==> config.mk <==
export PLATFORM = sky130hd
export DESIGN_NAME = at_response_frame_parser_core
export DESIGN_NICKNAME = d
export VERILOG_FILES = /design/src/design/arfp_pkg.sv /design/src/design/arfp_step.sv /design/src/design/at_response_frame_parser_core.sv
export SDC_FILE = /design/constraint.sdc
export NUM_CORES = 1
export LEC_CHECK = 0
export BUFFER_PORTS_ARGS = -buffer_cell sky130_fd_sc_hd__buf_2
export CORE_MARGIN = 1
export CORE_UTILIZATION = 50
export DETAILED_ROUTE_END_ITERATION = 12
export PLACE_DENSITY = 0.7
export RECOVER_POWER = 25
export SYNTH_ARGS = -nofsm -noshare
export SYNTH_HDL_FRONTEND = slang
export SYNTH_SLANG_ARGS = --single-unit
==> constraint.sdc <==
create_clock -name aclk -period 9.3 [get_ports aclk]
set_input_delay 1.86 -clock aclk [delete_from_list [all_inputs] [get_ports aclk]]
set_output_delay 1.86 -clock aclk [all_outputs]
set_load 0.05 [all_outputs]
==> src/design/arfp_pkg.sv <==
package arfp_pkg;

    localparam logic [7:0] CHAR_LF     = 8'h0a;
    localparam logic [7:0] CHAR_CR     = 8'h0d;
    localparam logic [7:0] CHAR_COLON  = 8'h3a;
    localparam logic [7:0] CHAR_COMMA  = 8'h2c;
    localparam logic [7:0] CHAR_PLUS   = 8'h2b;
    localparam logic [7:0] CHAR_E      = 8'h45;
    localparam logic [7:0] CHAR_S      = 8'h53;
    localparam logic [7:0] CHAR_ZERO   = 8'h30;
    localparam logic [7:0] ESCAPE_BYTE = 8'h7f;

    localparam logic [1:0] SEND_NONE = 2'd0;
    localparam logic [1:0] SEND_OK   = 2'd1;
    localparam logic [1:0] SEND_ERR  = 2'd2;

    typedef struct packed {
        logic       line_start;
        logic       in_frame;
        logic       payload_phase;
        logic       length_phase;
        logic       client_phase;
        logic       first_comma_seen;
        logic [1:0] send_result;
        logic [3:0] escape_run;
    } arfp_ctl_t;

    typedef struct packed {
        logic        payload_valid;
        logic [7:0]  payload_byte;
        logic [15:0] payload_index;
        logic        frame_ready;
        logic [7:0]  client_id;
        logic [15:0] payload_length;
        logic [1:0]  send_status;
        logic        reset_request;
    } arfp_res_t;

endpackage

==> src/design/arfp_step.sv <==
module arfp_step #(
    parameter int LENGTH_BITS = 16,
    parameter int ESCAPE_RUN  = 10
) (
    input  logic [7:0]             rx_byte,
    input  arfp_pkg::arfp_ctl_t    ctl,
    input  logic [7:0]             client_value,
    input  logic [LENGTH_BITS-1:0] length_value,
    input  logic [LENGTH_BITS-1:0] payload_count,
    output arfp_pkg::arfp_ctl_t    ctl_next,
    output logic [7:0]             client_value_next,
    output logic [LENGTH_BITS-1:0] length_value_next,
    output logic [LENGTH_BITS-1:0] payload_count_next,
    output arfp_pkg::arfp_res_t    res
);

    logic signed [8:0]      digit9;
    logic [LENGTH_BITS-1:0] digit_len;
    logic [7:0]             digit_client;
    logic [LENGTH_BITS-1:0] count_inc;
    logic [3:0]             escape_inc;
    logic [15:0]            index16;

    assign digit9       = $signed({1'b0, rx_byte}) - $signed({1'b0, arfp_pkg::CHAR_ZERO});
    assign digit_len    = LENGTH_BITS'(digit9);
    assign digit_client = 8'(digit9);
    assign count_inc    = payload_count + LENGTH_BITS'(1);
    assign escape_inc   = ctl.escape_run + 4'd1;

    generate
        if (LENGTH_BITS >= 16) begin : g_wide
            assign index16  = payload_count[15:0];
        end else begin : g_narrow
            assign index16  = {{(16 - LENGTH_BITS){1'b0}}, payload_count};
        end
    endgenerate

    always_comb begin
        ctl_next           = ctl;
        client_value_next  = client_value;
        length_value_next  = length_value;
        payload_count_next = payload_count;
        res                = '0;

        if (rx_byte == arfp_pkg::CHAR_LF) begin
            ctl_next.line_start = 1'b1;
        end else if (rx_byte == arfp_pkg::CHAR_CR) begin
            ctl_next.line_start = 1'b0;
        end else begin
            if (ctl.in_frame) begin
                if (!ctl.payload_phase) begin
                    // header: ,client,length:
                    if (rx_byte != arfp_pkg::CHAR_COLON && ctl.length_phase) begin
                        length_value_next = (length_value << 3) + (length_value << 1)
                                            + digit_len;
                    end
                    if (ctl.first_comma_seen && rx_byte == arfp_pkg::CHAR_COMMA
                            && ctl.client_phase && !ctl.length_phase) begin
                        ctl_next.length_phase = 1'b1;
                        ctl_next.client_phase = 1'b0;
                    end
                    if (!ctl.first_comma_seen && rx_byte == arfp_pkg::CHAR_COMMA
                            && !ctl.client_phase) begin
                        ctl_next.client_phase     = 1'b1;
                        ctl_next.first_comma_seen = 1'b1;
                    end
                    if (rx_byte != arfp_pkg::CHAR_COMMA && ctl.client_phase) begin
                        client_value_next = (client_value << 3) + (client_value << 1)
                                            + digit_client;
                    end
                    if (rx_byte == arfp_pkg::CHAR_COLON) begin
                        if (length_value == '0) begin
                            res.frame_ready           = 1'b1;
                            ctl_next.in_frame         = 1'b0;
                            ctl_next.client_phase     = 1'b0;
                            ctl_next.length_phase     = 1'b0;
                            ctl_next.payload_phase    = 1'b0;
                            ctl_next.first_comma_seen = 1'b0;
                        end else begin
                            ctl_next.payload_phase = 1'b1;
                        end
                    end
                end else begin
                    res.payload_valid  = 1'b1;
                    res.payload_byte   = rx_byte;
                    res.payload_index  = index16;
                    payload_count_next = count_inc;
                    if (count_inc == length_value) begin
                        res.frame_ready           = 1'b1;
                        ctl_next.in_frame         = 1'b0;
                        ctl_next.client_phase     = 1'b0;
                        ctl_next.length_phase     = 1'b0;
                        ctl_next.payload_phase    = 1'b0;
                        ctl_next.first_comma_seen = 1'b0;
                    end
                end
            end
            // line-start bytes, also on the byte that closes a frame
            if (!ctl_next.in_frame && ctl.line_start) begin
                if (rx_byte == arfp_pkg::CHAR_PLUS) begin
                    ctl_next.in_frame  = 1'b1;
                    client_value_next  = '0;
                    length_value_next  = '0;
                    payload_count_next = '0;
                end else if (rx_byte == arfp_pkg::CHAR_E) begin
                    ctl_next.send_result = arfp_pkg::SEND_ERR;
                end else if (rx_byte == arfp_pkg::CHAR_S) begin
                    ctl_next.send_result = arfp_pkg::SEND_OK;
                end
                ctl_next.line_start = 1'b0;
            end
        end

        if (rx_byte == arfp_pkg::ESCAPE_BYTE) begin
            if (escape_inc == 4'(ESCAPE_RUN)) begin
                ctl_next.escape_run = 4'd0;
                res.reset_request   = 1'b1;
            end else begin
                ctl_next.escape_run = escape_inc;
            end
        end else begin
            ctl_next.escape_run = 4'd0;
        end

        res.client_id      = client_value_next;
        res.payload_length = 16'(length_value_next);
        res.send_status    = ctl_next.send_result;
    end

endmodule

==> src/design/at_response_frame_parser_core.sv <==
// AT response frame parser
// s_ channel: one received serial byte per item in s_tdata[7:0]
// m_ channel: exactly one result item per input item, in order
//   m_tuser marks a payload byte, m_tlast pulses on the item that completes a frame
//   m_tdata carries byte, index, client id, length, send status and reset request
// path: an accepted input item passes the input register, then the per-byte update
//   into the result register, where m_tvalid rises
// throughput: one item per cycle while m_tready stays high; the parser state is updated
//   in a single pass of logic between the input register and the result register
// when the receiver stalls, the result register holds and the input register
//   still takes one more item, after which s_tready drops until m_tready returns
// reset (aresetn low, synchronous) clears both valid flags and all parser state:
//   no frame open, line start disarmed, send status none, escape run zero
module at_response_frame_parser_core #(
    parameter int LENGTH_BITS = 16,
    parameter int ESCAPE_RUN  = 10
) (
    input  logic        aclk,
    input  logic        aresetn,
    input  logic        s_tvalid,
    output logic        s_tready,
    input  logic [7:0]  s_tdata,   // [7:0] rx_byte
    output logic        m_tvalid,
    input  logic        m_tready,
    output logic [55:0] m_tdata,   // [7:0] payload_byte, [23:8] payload_index,
                                   // [31:24] client_id, [47:32] payload_length,
                                   // [49:48] send_status, [50] reset_request, rest zero
    output logic        m_tuser,   // [0] payload_valid
    output logic        m_tlast    // frame_ready
);

    logic                   in_valid_reg;
    logic [7:0]             in_byte_reg;
    logic                   advance;

    arfp_pkg::arfp_ctl_t    ctl_reg;
    arfp_pkg::arfp_ctl_t    ctl_next;
    logic [7:0]             client_value_reg;
    logic [7:0]             client_value_next;
    logic [LENGTH_BITS-1:0] length_value_reg;
    logic [LENGTH_BITS-1:0] length_value_next;
    logic [LENGTH_BITS-1:0] payload_count_reg;
    logic [LENGTH_BITS-1:0] payload_count_next;

    arfp_pkg::arfp_res_t    res_next;
    arfp_pkg::arfp_res_t    res_reg;
    logic                   m_valid_reg;

    assign advance  = in_valid_reg && (!m_valid_reg || m_tready);
    assign s_tready = !in_valid_reg || !m_valid_reg || m_tready;

    always_ff @(posedge aclk) begin
        if (!aresetn) begin
            in_valid_reg <= 1'b0;
        end else if (s_tready) begin
            in_valid_reg <= s_tvalid;
        end
    end

    always_ff @(posedge aclk) begin
        if (s_tready && s_tvalid) begin
            in_byte_reg <= s_tdata;
        end
    end

    arfp_step #(
        .LENGTH_BITS (LENGTH_BITS),
        .ESCAPE_RUN  (ESCAPE_RUN)
    ) u_step (
        .rx_byte            (in_byte_reg),
        .ctl                (ctl_reg),
        .client_value       (client_value_reg),
        .length_value       (length_value_reg),
        .payload_count      (payload_count_reg),
        .ctl_next           (ctl_next),
        .client_value_next  (client_value_next),
        .length_value_next  (length_value_next),
        .payload_count_next (payload_count_next),
        .res                (res_next)
    );

    always_ff @(posedge aclk) begin
        if (!aresetn) begin
            ctl_reg           <= '0;
            client_value_reg  <= '0;
            length_value_reg  <= '0;
            payload_count_reg <= '0;
        end else if (advance) begin
            ctl_reg           <= ctl_next;
            client_value_reg  <= client_value_next;
            length_value_reg  <= length_value_next;
            payload_count_reg <= payload_count_next;
        end
    end

    always_ff @(posedge aclk) begin
        if (!aresetn) begin
            m_valid_reg <= 1'b0;
        end else if (advance) begin
            m_valid_reg <= 1'b1;
        end else if (m_tready) begin
            m_valid_reg <= 1'b0;
        end
    end

    always_ff @(posedge aclk) begin
        if (advance) begin
            res_reg <= res_next;
        end
    end

    assign m_tvalid = m_valid_reg;
    assign m_tuser  = res_reg.payload_valid;
    assign m_tlast  = res_reg.frame_ready;
    assign m_tdata  = {5'd0,
                       res_reg.reset_request,
                       res_reg.send_status,
                       res_reg.payload_length,
                       res_reg.client_id,
                       res_reg.payload_index,
                       res_reg.payload_byte};

`ifndef ASSERT_OFF
    a_phase_exclusive: assert property (@(posedge aclk) disable iff (!aresetn)
        !(ctl_reg.client_phase && ctl_reg.length_phase))
        else $error("client and length phases both active");

    a_payload_in_frame: assert property (@(posedge aclk) disable iff (!aresetn)
        ctl_reg.payload_phase |-> ctl_reg.in_frame)
        else $error("payload phase outside a frame");

    a_payload_not_marker: assert property (@(posedge aclk) disable iff (!aresetn)
        (m_valid_reg && res_reg.payload_valid) |->
        (res_reg.payload_byte != arfp_pkg::CHAR_LF &&
         res_reg.payload_byte != arfp_pkg::CHAR_CR))
        else $error("line marker emitted as payload");

    a_reset_req_clears_run: assert property (@(posedge aclk) disable iff (!aresetn)
        (advance && res_next.reset_request) |=> (ctl_reg.escape_run == 4'd0))
        else $error("escape run not cleared after reset request");
`endif

endmodule

After elaboration in Yosys (flattened, before gate mapping)
Cells that the tools add are included.

Register bits after elaboration: 115. Input bits: 12. Output and inout port bits: 60. Word-level logic and storage cells: 123.

Add/sub/neg operators: 7. Equality and inequality tests: 13. Multiplexer cells: 48. Bitwise operators: 4. Reduce and logical (&&, ||, !) cells: 29.

Operator list (count): 2-to-1 mux 16 bit (11); 2-to-1 mux 8 bit (7); adder 16 bit (2); 2-to-1 mux 5 bit (6); 2-to-1 mux 25 bit (1); == test 8 x 6 -> 1 bit, second input constant (3); == test 8 x 7 -> 1 bit, second input constant (3); 2-to-1 mux 2 bit (9); adder 16 x 1 -> 16 bit, second input constant (1); adder 8 bit (2); == test 16 bit (1); == test 8 x 4 -> 1 bit, second input constant (2); logical NOT 16 bit (1); != test 8 x 6 -> 1 bit, second input constant (2); 2-to-1 mux 1 bit (11); logical AND 1 bit (10); subtractor 8 x 6 -> 9 bit, second input constant (1); 2-to-1 mux 4 bit (2); logical NOT 1 bit (6); nonzero test 3 bit (2); AND reduction 5 bit (1); adder 4 x 1 -> 4 bit, second input constant (1); == test 4 bit, second input constant (1); != test 4 x 1 -> 1 bit, second input constant (1); 9 further kinds (14).

Logic depth before layout (Yosys ltp)
Gate-level depths: netlist of run 1.

Depth after elaboration: 17. Mapped depth: 12. Gate-level depth less buffers: 12.

Cells and area by module
Synthesis of run 1 repeated with hierarchy kept, for this count alone.

Cell total of the unflattened synthesis: 768. Area, all modules: 7349.5 µm².

Modules (own cells, without submodules): at_response_frame_parser_core (times used 1, cells each 302, area each 4096.4 µm², seq. area each 2912.8 µm²); arfp_step (times used 1, cells each 466, area each 3253.1 µm², seq. area each 0.0 µm²).

Worst setup path before layout of run 1
Ideal clock, no wire load.

Kind: input to register. Start point: input port m_tready. End point: register length_value_reg[0]. Library setup time: 117 ps. Data arrival time: 4165 ps. Required time: 9183 ps. Slack: 5018 ps. Cell stages on the path: 8. Path buffers: 1. Path through: nor2b_1 nand2b_1 inv_1 nand2_1 nor2_1 a211oi_4 buf_6 a22o_1.

Word-level cells in the longest chain between the ends: 2.

RTL lines: from (decl) (RTL line at_response_frame_parser_core.sv:24) `input logic m_tready,`; logical OR 1 bit (RTL line at_response_frame_parser_core.sv:49) `assign advance = in_valid_reg && (!m_valid_reg || m_tready);`; logical AND 1 bit (RTL line at_response_frame_parser_core.sv:49); named net advance (RTL line at_response_frame_parser_core.sv:34) `logic advance;`; to (signal assigned) (RTL line at_response_frame_parser_core.sv:91) `length_value_reg <= length_value_next;`; to (decl) (RTL line at_response_frame_parser_core.sv:40) `logic [LENGTH_BITS-1:0] length_value_reg;`.

The timed path passes the listed nets, and every way through them passes these cells. A chain may end at the register's enable or synchronous reset.

Final worst setup path of run 1
Start point: input port m_tready. End point: output port s_tready.

Word-level cells in the longest chain between the ends: 1.

RTL lines: logical OR 1 bit (RTL line at_response_frame_parser_core.sv:50) `assign s_tready = !in_valid_reg || !m_valid_reg || m_tready;`; to (decl) (RTL line at_response_frame_parser_core.sv:21) `output logic s_tready,`.

No other way between the ends.

==> results of run 1 <==
cell families (layout without fill, tap and decap cells):
family / count (synthesis) / in the layout / synth area share (%)
flip-flops: 115 / 115 / 43.18
XOR/XNOR: 49 / 49 / 6.473
AND/OR/NAND/NOR: 232 / 232 / 18.43
other: 1 / 5 / 0.05558
buffers and inverters: 57 / 124 / 4.117
multiplexers: 4 / 4 / 0.5935
AO/OA/AOI/OAI: 151 / 151 / 16.43
adder cells (fa/ha/maj): 47 / 47 / 10.72
worst reg2reg max path: cells and delay by family, from the launching register on:
family          cells  cell delay [ns]
compound gates      2             1.00
xor+xnor            1             0.16
fa+ha+maj           1             0.37
buf+inv             1             0.19
flops               1             0.53
simple gates        5             1.65
Yosys cell counts, drive strengths merged, types with 13 or more instances:
| cell type | number | area share [%] |
|---|---|---|
| and3 | 13 | 1.2 |
| nor3 | 15 | 1.1 |
| a22o | 22 | 2.9 |
| xnor2 | 33 | 4.4 |
| buf | 20 | 2.1 |
| dfxtp | 54 | 16 |
| inv | 21 | 1.2 |
| clkbuf | 16 | 0.89 |
| fa | 18 | 5.3 |
| xor2 | 16 | 2.1 |
| and2 | 20 | 1.9 |
| a21oi | 30 | 2.2 |
| nand3 | 30 | 2.4 |
| edfxtp | 61 | 27 |
| ha | 29 | 5.4 |
| nand2 | 45 | 2.5 |
| nor2 | 50 | 2.8 |
| o21ai | 28 | 2.1 |
where the power goes:
group / internal [W] / switching, W / leakage, nW
clock network: 0.000444 / 0.000241 / 0.289
registers: 0.000546 / 0.00000754 / 1.00
logic: 0.0000219 / 0.0000787 / 1.62
total: 0.00101 / 0.000328 / 2.91
metal layers:
metal	part of all wire, %	wire length, um
met4	3.2	546
met5	0	0
met1	45	7738
met2	46	7946
met3	6.0	1031
path summary, 6_finish.rpt:
kind                                        endpoint  cells after the start
worst max-delay path                        s_tready                      4
worst min-delay path                      ctl_reg[8]                      2
worst max register to register  payload_count_reg[6]                     10
worst min register to register            ctl_reg[8]                      2
through the flow:
step                      util (%)  setup slack (ns)
final                        58.59             4.939
after global routing         58.59             4.706
after CTS                    58.87             4.943
after detailed placement     54.21             4.955
after global placement       54.21             4.992
after floorplan                  -             5.018
layout make-up:
class	count	area share (%)
well taps	176	2.849
clock buffers	17	5.504
flip-flops and latches	115	37.69
clock inverters	15	2.445
inverters	21	1.020
repair buffers	71	4.290
multi-input cells	488	46.20
==> flow_summary.yaml, run 1 <==
grt:
  grt_usage_pct: 25.90
  grt_pass1_vias: 5157
  grt_pass1_wl_mm: 27.44
  antenna_found_initial: 0
  grt_util_met2_pct: 40.07
  busiest_layer: "met2"
  grt_max_degree: 54
  met1_usage_pct: 33.76
  use_met3_pct: 6.178
  grt-ovfl-total: 0
cts:
  hold_buffers: 0
  postCtsResizedCells: 0
  clockBufferDepth: 2
  root_buffer: "clkbuf_16"
  insertion_delay_ns: 0.43
  cts_tree: "done"
  cts.sinks: 115
  numCtsBuffers: 17
  post_cts_buffers: 0
  htree_levels: 4
  clkTransAtPathRegs_ns: 0.05
finish:
  layout-drive-gt1-share_pct: 12.52
  largest_reg_flops: 51
  layout_common_cells: "61 x edfxtp_1, 54 x dfxtp_1, 49 x nor2_1"
  fill_cells: 1114
  seq_area_sq_um: 2913
  syn2layout_area_growth_pct: 14.56
  multi_input_area_sq_um: 3571
  postLayoutCellArea_sq_um: 7729
  nets: 773
  antenna_cells: 0
  fin_cells: 903
  layout_commonest_cell: "edfxtp_1"
hold_path:
  hp-class: "reg -> reg"
  min_from: "ctl_reg[8]"
sta:
  relSlewSlack_pct: 3.671
  fmax_mhz: 229.3
  whs_ns: 0.4929
  rsz0062_at_grt: "false"
  clock_skew_ns: 0.005643
  tns_ns: 0
  tightestPinTransition_ns: 1.445
  setup_violations: 0
  finalMaxSlewViolations: 0
  hold_viol_final: 0
  period_share_pct: 46.89
  min_period_ns: 4.361
detailed_routing:
  drt-wirelength-per-cell_um: 19.12
  via_per_inst: 5.976
  vias: 5396
  drtPass1Iterations: 5
  drt-total-wl_mm: 17.26
  ant_nets: 0
  drc: 0
  drt-initial-drc-count: 378
yosys:
  synth-seq-cells: 115
  netlist_instances: 656
  synth_area_sq_um: 6746
  synth_edf_count: 61
  ys_seq_area_share_pct: 43.18
  synth_ff_type: "edfxtp_1"
  ys.warnings.count: 0
  async_flop_share_pct: 0
  ys_types: 76
  syn_area_per_cell_sq_um: 10.28
place:
  placed_cells: 871
  dp_hpwl_mm: 12.32
  gp_congestion: 0.9429
  port_buffers: 66
  placedInstanceArea_sq_um: 7151
worst_setup_path:
  path_common_cell: "buf_2"
  crit_path_cell_trace: "buf_2, nor2b_1, nand2_1, buf_2"
  startpoint: "m_tready"
  crit_buf_inv: 2
  crit_type: "in -> out"
  crit_family: "buffers and inverters"
  worst_ep_arrival_time_ns: 2.50
  worst-path-max-fanout: 4
  rrSetupSlack_ns: 5.26
  start_kind: "input port"
  required_ns: 7.44
  cp_slowest_cell: "buf_2"
  crit_path_end_kind: "primary output"
  worstReg2RegStart: "payload_count_reg[0]"
  critical-path-max-stage-delay_ns: 0.22
die:
  fp.dieW_um: 118.2
  dieArea_sq_um: 13960
  fp.dieH_um: 118.2
  ios: 72
  rows: 42
  core-area_sq_um: 13190
  initial_core_util_pct: 51.15
run:
  maxCapViolCount: 0
outcome:
  outcome: "finished clean"
power_and_ir_drop:
  total_power_w: 0.001340
  ir_drop_mv: 0.1202
  powerDensity_nw_per_um2: 173.4
  p_leak_nw: 2.910
Power figures use the tool's default switching activity.
==> inputs of run 2 (changes only) <==
--- a/config.mk
+++ b/config.mk
@@ -9,7 +9,7 @@
 export CORE_MARGIN = 1
 export CORE_UTILIZATION = 50
 export DETAILED_ROUTE_END_ITERATION = 12
-export PLACE_DENSITY = 0.7
+export PLACE_DENSITY = 0.72
 export RECOVER_POWER = 25
 export SYNTH_ARGS = -nofsm -noshare
 export SYNTH_HDL_FRONTEND = slang
==> constraint.sdc (replaced) <==
create_clock -name aclk -period 3.6 [get_ports aclk]
set_input_delay 0.72 -clock aclk [delete_from_list [all_inputs] [get_ports aclk]]
set_output_delay 0.72 -clock aclk [all_outputs]
set_load 0.05 [all_outputs]
==> flow_summary.yaml, run 2 (synthesis results as in run 1) <==
worst_setup_path:
  worstReg2RegStart: "in_byte_reg[4]"
  critical-path-max-stage-delay_ns: 0.51
  crit_buf_inv: 0
  crit_path_cell_trace: "ha_2, xnor2_1, fa_1, ha_1, o21a_1, o31ai_2, nand2b_1, a21oi_1, o21ai_0, xor2_1, a22o_1"
  worst-path-max-fanout: 4
  start_kind: "flop"
  crit_path_end_kind: "flop"
  worst_ep_arrival_time_ns: 3.57
  crit_type: "reg -> reg"
  rrSetupSlack_ns: 0.20
  required_ns: 3.78
  crit_family: "adder cells"
  cp_slowest_cell: "fa_1"
  timing.rr.end: "m_tdata[43]"
  worstRegToRegCells: 11
sta:
  fmax_mhz: 294.5
  setup_violations: 0
  finalMaxSlewViolations: 0
  hold_viol_final: 0
  relSlewSlack_pct: 14.85
  tightestPinTransition_ns: 1.267
  clock_skew_ns: 0.008884
  whs_ns: 0.4662
  period_share_pct: 94.32
  min_period_ns: 3.396
  tns_ns: 0
  rsz0062_at_grt: "false"
cts:
  htree_levels: 4
  clockBufferDepth: 2
  root_buffer: "clkbuf_16"
  cts_tree: "done"
  post_cts_buffers: 0
  cts.sinks: 115
  clkTransAtPathRegs_ns: 0.05
  numCtsBuffers: 17
  insertion_delay_ns: 0.43
die:
  core-area_sq_um: 13190
  dieArea_sq_um: 13960
  initial_core_util_pct: 51.15
  fp.dieH_um: 118.2
  ios: 72
  rows: 42
  fp.dieW_um: 118.2
finish:
  antenna_cells: 0
  largest_reg_flops: 51
  layout_common_cells: "61 x edfxtp_1, 54 x dfxtp_1, 49 x nor2_1"
  layout_commonest_cell: "edfxtp_1"
  syn2layout_area_growth_pct: 15.99
  nets: 794
  layout-drive-gt1-share_pct: 14.30
  fill_cells: 1105
  fin_cells: 924
  final_util_pct: 59.32
detailed_routing:
  drtPass1Iterations: 5
  drt-initial-drc-count: 498
  drc: 0
  drt-total-wl_mm: 17.26
  ant_nets: 0
  vias: 5472
  drt-wirelength-per-cell_um: 18.68
  via_per_inst: 5.922
grt:
  grt-ovfl-total: 0
  antenna_found_initial: 0
  grt_pass1_wl_mm: 27.65
  grt_pass1_vias: 5275
  grt_usage_pct: 25.96
  grt_max_degree: 54
place:
  port_buffers: 66
  gp_congestion: 0.9081
  placed_cells: 892
  dp_hpwl_mm: 12.54
hold_path:
  hold_path_depth: 1
  whs_endpoint: "in_byte_reg[0]"
  hp-class: "in -> reg"
  min_from: "s_tdata[0]"
power_and_ir_drop:
  powerDensity_nw_per_um2: 411.7
  ir_drop_mv: 0.3066
  total_power_w: 0.003222
  p_leak_nw: 2.959
outcome:
  outcome: "finished clean"
run:
  maxCapViolCount: 0
==> run 2: metal layers <==
metal  track usage [%]  vias to the layer above  routed length [um]
li1                  -                     2584                   -
met1             35.00                     2655                7681
met2             40.59                      201                8025
met3             5.647                       32                1165
met4             10.42                        0                 383
met5                 0                        -                   0
==> run 2: area by class of cell <==
cell class | count | area, sq um | area share [%]
clock inverters | 12 | 91.34 | 1.167
clock buffers | 20 | 436.7 | 5.580
multi-input cells | 488 | 3600 | 46.00
inverters | 21 | 78.83 | 1.007
flip-flops and latches | 115 | 2913 | 37.22
well taps | 176 | 220.2 | 2.814
repair buffers | 92 | 485.5 | 6.204
==> run 2: repair_timing <==
action                     4_1_cts  5_1_grt
pin swaps                        0        0
setup endpoints to repair        1       11
resized for setup                1        6
hold buffers                     0        0
==> run 2: report_power, final <==
group	switching [W]	internal, W	leakage, nW	total [W]
clock	0.000586	0.000931	0.260	0.00152
sequential	0.0000157	0.00141	1.00	0.00143
combinational	0.000212	0.0000640	1.70	0.000276
total	0.000814	0.00241	2.96	0.00322
==> run 2: per-stage QoR <==
stage | worst slack [ns] | instance area [sq um]
final | 0.2045 | 7825
after detailed placement | 0.02145 | 7326
after floorplan | 0.1232 | 6766
after global placement | 0.1363 | 7326
after CTS | 0.07809 | 7854
after global routing | 0.05184 | 7825
==> run 2: worst max-delay path by stage <==
stage	cells after the start	endpoint	startpoint
after CTS	13	m_tdata[47]	in_byte_reg[4]
after detailed placement	13	m_tdata[47]	in_byte_reg[4]
after global routing	11	payload_count_reg[3]	payload_count_reg[0]
after floorplan	12	m_tdata[47]	in_byte_reg[4]
after global placement	13	m_tdata[47]	in_byte_reg[4]
final	11	m_tdata[43]	in_byte_reg[4]
==> inputs of run 3 (changes only) <==
--- a/config.mk
+++ b/config.mk
@@ -9,7 +9,7 @@
 export CORE_MARGIN = 1
 export CORE_UTILIZATION = 50
 export DETAILED_ROUTE_END_ITERATION = 12
-export PLACE_DENSITY = 0.72
+export PLACE_DENSITY = 0.83
 export RECOVER_POWER = 25
 export SYNTH_ARGS = -nofsm -noshare
 export SYNTH_HDL_FRONTEND = slang
==> flow_summary.yaml, run 3 (synthesis results as in run 1) <==
detailed_routing:
  drt-initial-drc-count: 586
  via_per_inst: 6.112
  wl_met1_mm: 7.388
  dr.max_layer_used: "met4"
  wl_met2_mm: 8.342
  drt-total-wl_mm: 17.57
  wl_met3_mm: 1.298
  drtPass1Iterations: 5
  drt-wirelength-per-cell_um: 19.10
  drc: 0
  vias: 5623
  ant_nets: 0
hold_path:
  min_from: "s_tdata[1]"
  hp-class: "in -> reg"
  hold_path_depth: 1
  whs_endpoint: "in_byte_reg[1]"
worst_setup_path:
  crit_type: "reg -> reg"
  worst_ep_arrival_time_ns: 3.68
  rrSetupSlack_ns: 0.10
  timing.rr.end: "m_tdata[43]"
  worst-path-max-fanout: 4
  worstReg2RegStart: "in_byte_reg[5]"
  crit_path_end_kind: "flop"
  start_kind: "flop"
  required_ns: 3.78
  worstRegToRegCells: 12
die:
  initial_core_util_pct: 51.15
  dieArea_sq_um: 13960
  core-area_sq_um: 13190
  fp.dieW_um: 118.2
  fp.dieH_um: 118.2
  rows: 42
  ios: 72
place:
  gp_congestion: 0.9427
  port_buffers: 66
  dp_hpwl_mm: 12.53
finish:
  layout-drive-gt1-share_pct: 14.11
  nets: 790
  largest_reg_flops: 51
  antenna_cells: 0
  syn2layout_area_growth_pct: 16.65
  layout_commonest_cell: "edfxtp_1"
  layout_common_cells: "61 x edfxtp_1, 54 x dfxtp_1, 49 x nor2_1"
  fill_cells: 1097
cts:
  cts_tree: "done"
  numCtsBuffers: 17
  root_buffer: "clkbuf_16"
  clkTransAtPathRegs_ns: 0.06
  htree_levels: 4
  post_cts_buffers: 0
  cts.sinks: 115
  insertion_delay_ns: 0.43
  clockBufferDepth: 2
power_and_ir_drop:
  powerDensity_nw_per_um2: 437.1
  ir_drop_mv: 0.3207
  p_leak_nw: 2.976
  total_power_w: 0.003440
sta:
  tns_ns: 0
  rsz0062_at_grt: "false"
  relSlewSlack_pct: 25.50
  period_share_pct: 97.08
  hold_viol_final: 0
  finalMaxSlewViolations: 0
  tightestPinTransition_ns: 1.113
  setup_violations: 0
  clock_skew_ns: 0.009474
  min_period_ns: 3.495
  fmax_mhz: 286.1
grt:
  grt_pass1_vias: 5524
  grt_usage_pct: 26.13
  grt_max_degree: 54
  antenna_found_initial: 0
  grt-ovfl-total: 0
  grt_pass1_wl_mm: 28.22
outcome:
  outcome: "finished clean"
run:
  maxCapViolCount: 0
[run 3: cell types whose count changed in the layout (fill, tap and decap cells not counted), moves of 2 or more]
cell	previous run	this run
buf_4	23	21
bufinv_16	1	3
clkbuf_8	0	3
clkinv_1	3	0
clkinv_2	5	2
clkinv_4	2	0
[run 3: layout make-up]
type                    instances  area (sq um)  share of cell area (%)
repair buffers                 88         461.7                   5.866
well taps                     176         220.2                   2.798
multi-input cells             488          3591                   45.63
inverters                      21         78.83                   1.002
clock buffers                  24         481.7                   6.121
clock inverters                 8         123.9                   1.574
flip-flops and latches        115          2913                   37.01
[run 3: worst max-delay path: stages, from the launching register on]
cell      delay (ns)
edfxtp_1        0.46
inv_1           0.17
ha_1            0.32
fa_1            0.47
ha_1            0.36
nand2_1         0.08
o21ai_0         0.15
o31ai_2         0.29
nand2b_1        0.11
a21oi_1         0.28
o21ai_0         0.17
xor2_1          0.18
a22o_1          0.22
[run 3: how the worst max path moves through the flow]
stage                         startpoint          end  slack [ns]  depth (start not counted)
CTS                       in_byte_reg[5]  m_tdata[47]        0.05                         13
finish                    in_byte_reg[5]  m_tdata[43]        0.10                         12
global route              in_byte_reg[5]  m_tdata[47]       0.003                         12
floorplan                 in_byte_reg[4]  m_tdata[47]        0.12                         12
global placement    payload_count_reg[0]  m_tdata[30]        0.22                          9
detailed placement        in_byte_reg[4]  m_tdata[47]        0.06                         13
[run 3: metal layers]
layer / GRT usage, % / up-vias
li1: - / 2573
met1: 33.60 / 2720
met2: 41.84 / 282
met3: 4.923 / 48
met4: 13.78 / 0
met5: 0 / -
[run 3: metrics by stage]
step / setup WS, ns / area (sq um) / instances / util [%] / hold slack (ns)
after CTS: 0.04986 / 7901 / 920 / 59.90 / 0.4631
after floorplan: 0.1232 / 6766 / 660 / - / 0.4361
after global placement: 0.2238 / 7296 / 888 / 55.31 / 0.4445
after detailed placement: 0.06112 / 7296 / 888 / 55.31 / 0.4642
after global routing: 0.002725 / 7870 / 920 / 59.67 / 0.4718
final: 0.1050 / 7870 / 920 / 59.67 / 0.4698
[run 3: timing repair]
action	in CTS	in global routing
resized for setup	0	5
hold buffers	0	0
setup endpoints to repair	0	4
[run 3: power breakdown]
part / total [W] / leakage (nW) / internal (W) / switching [W]
Clock: 0.00174 / 0.291 / 0.00114 / 0.000594
Sequential: 0.00143 / 1.00 / 0.00141 / 0.0000165
Combinational: 0.000276 / 1.68 / 0.0000640 / 0.000212
Total: 0.00344 / 2.98 / 0.00262 / 0.000822
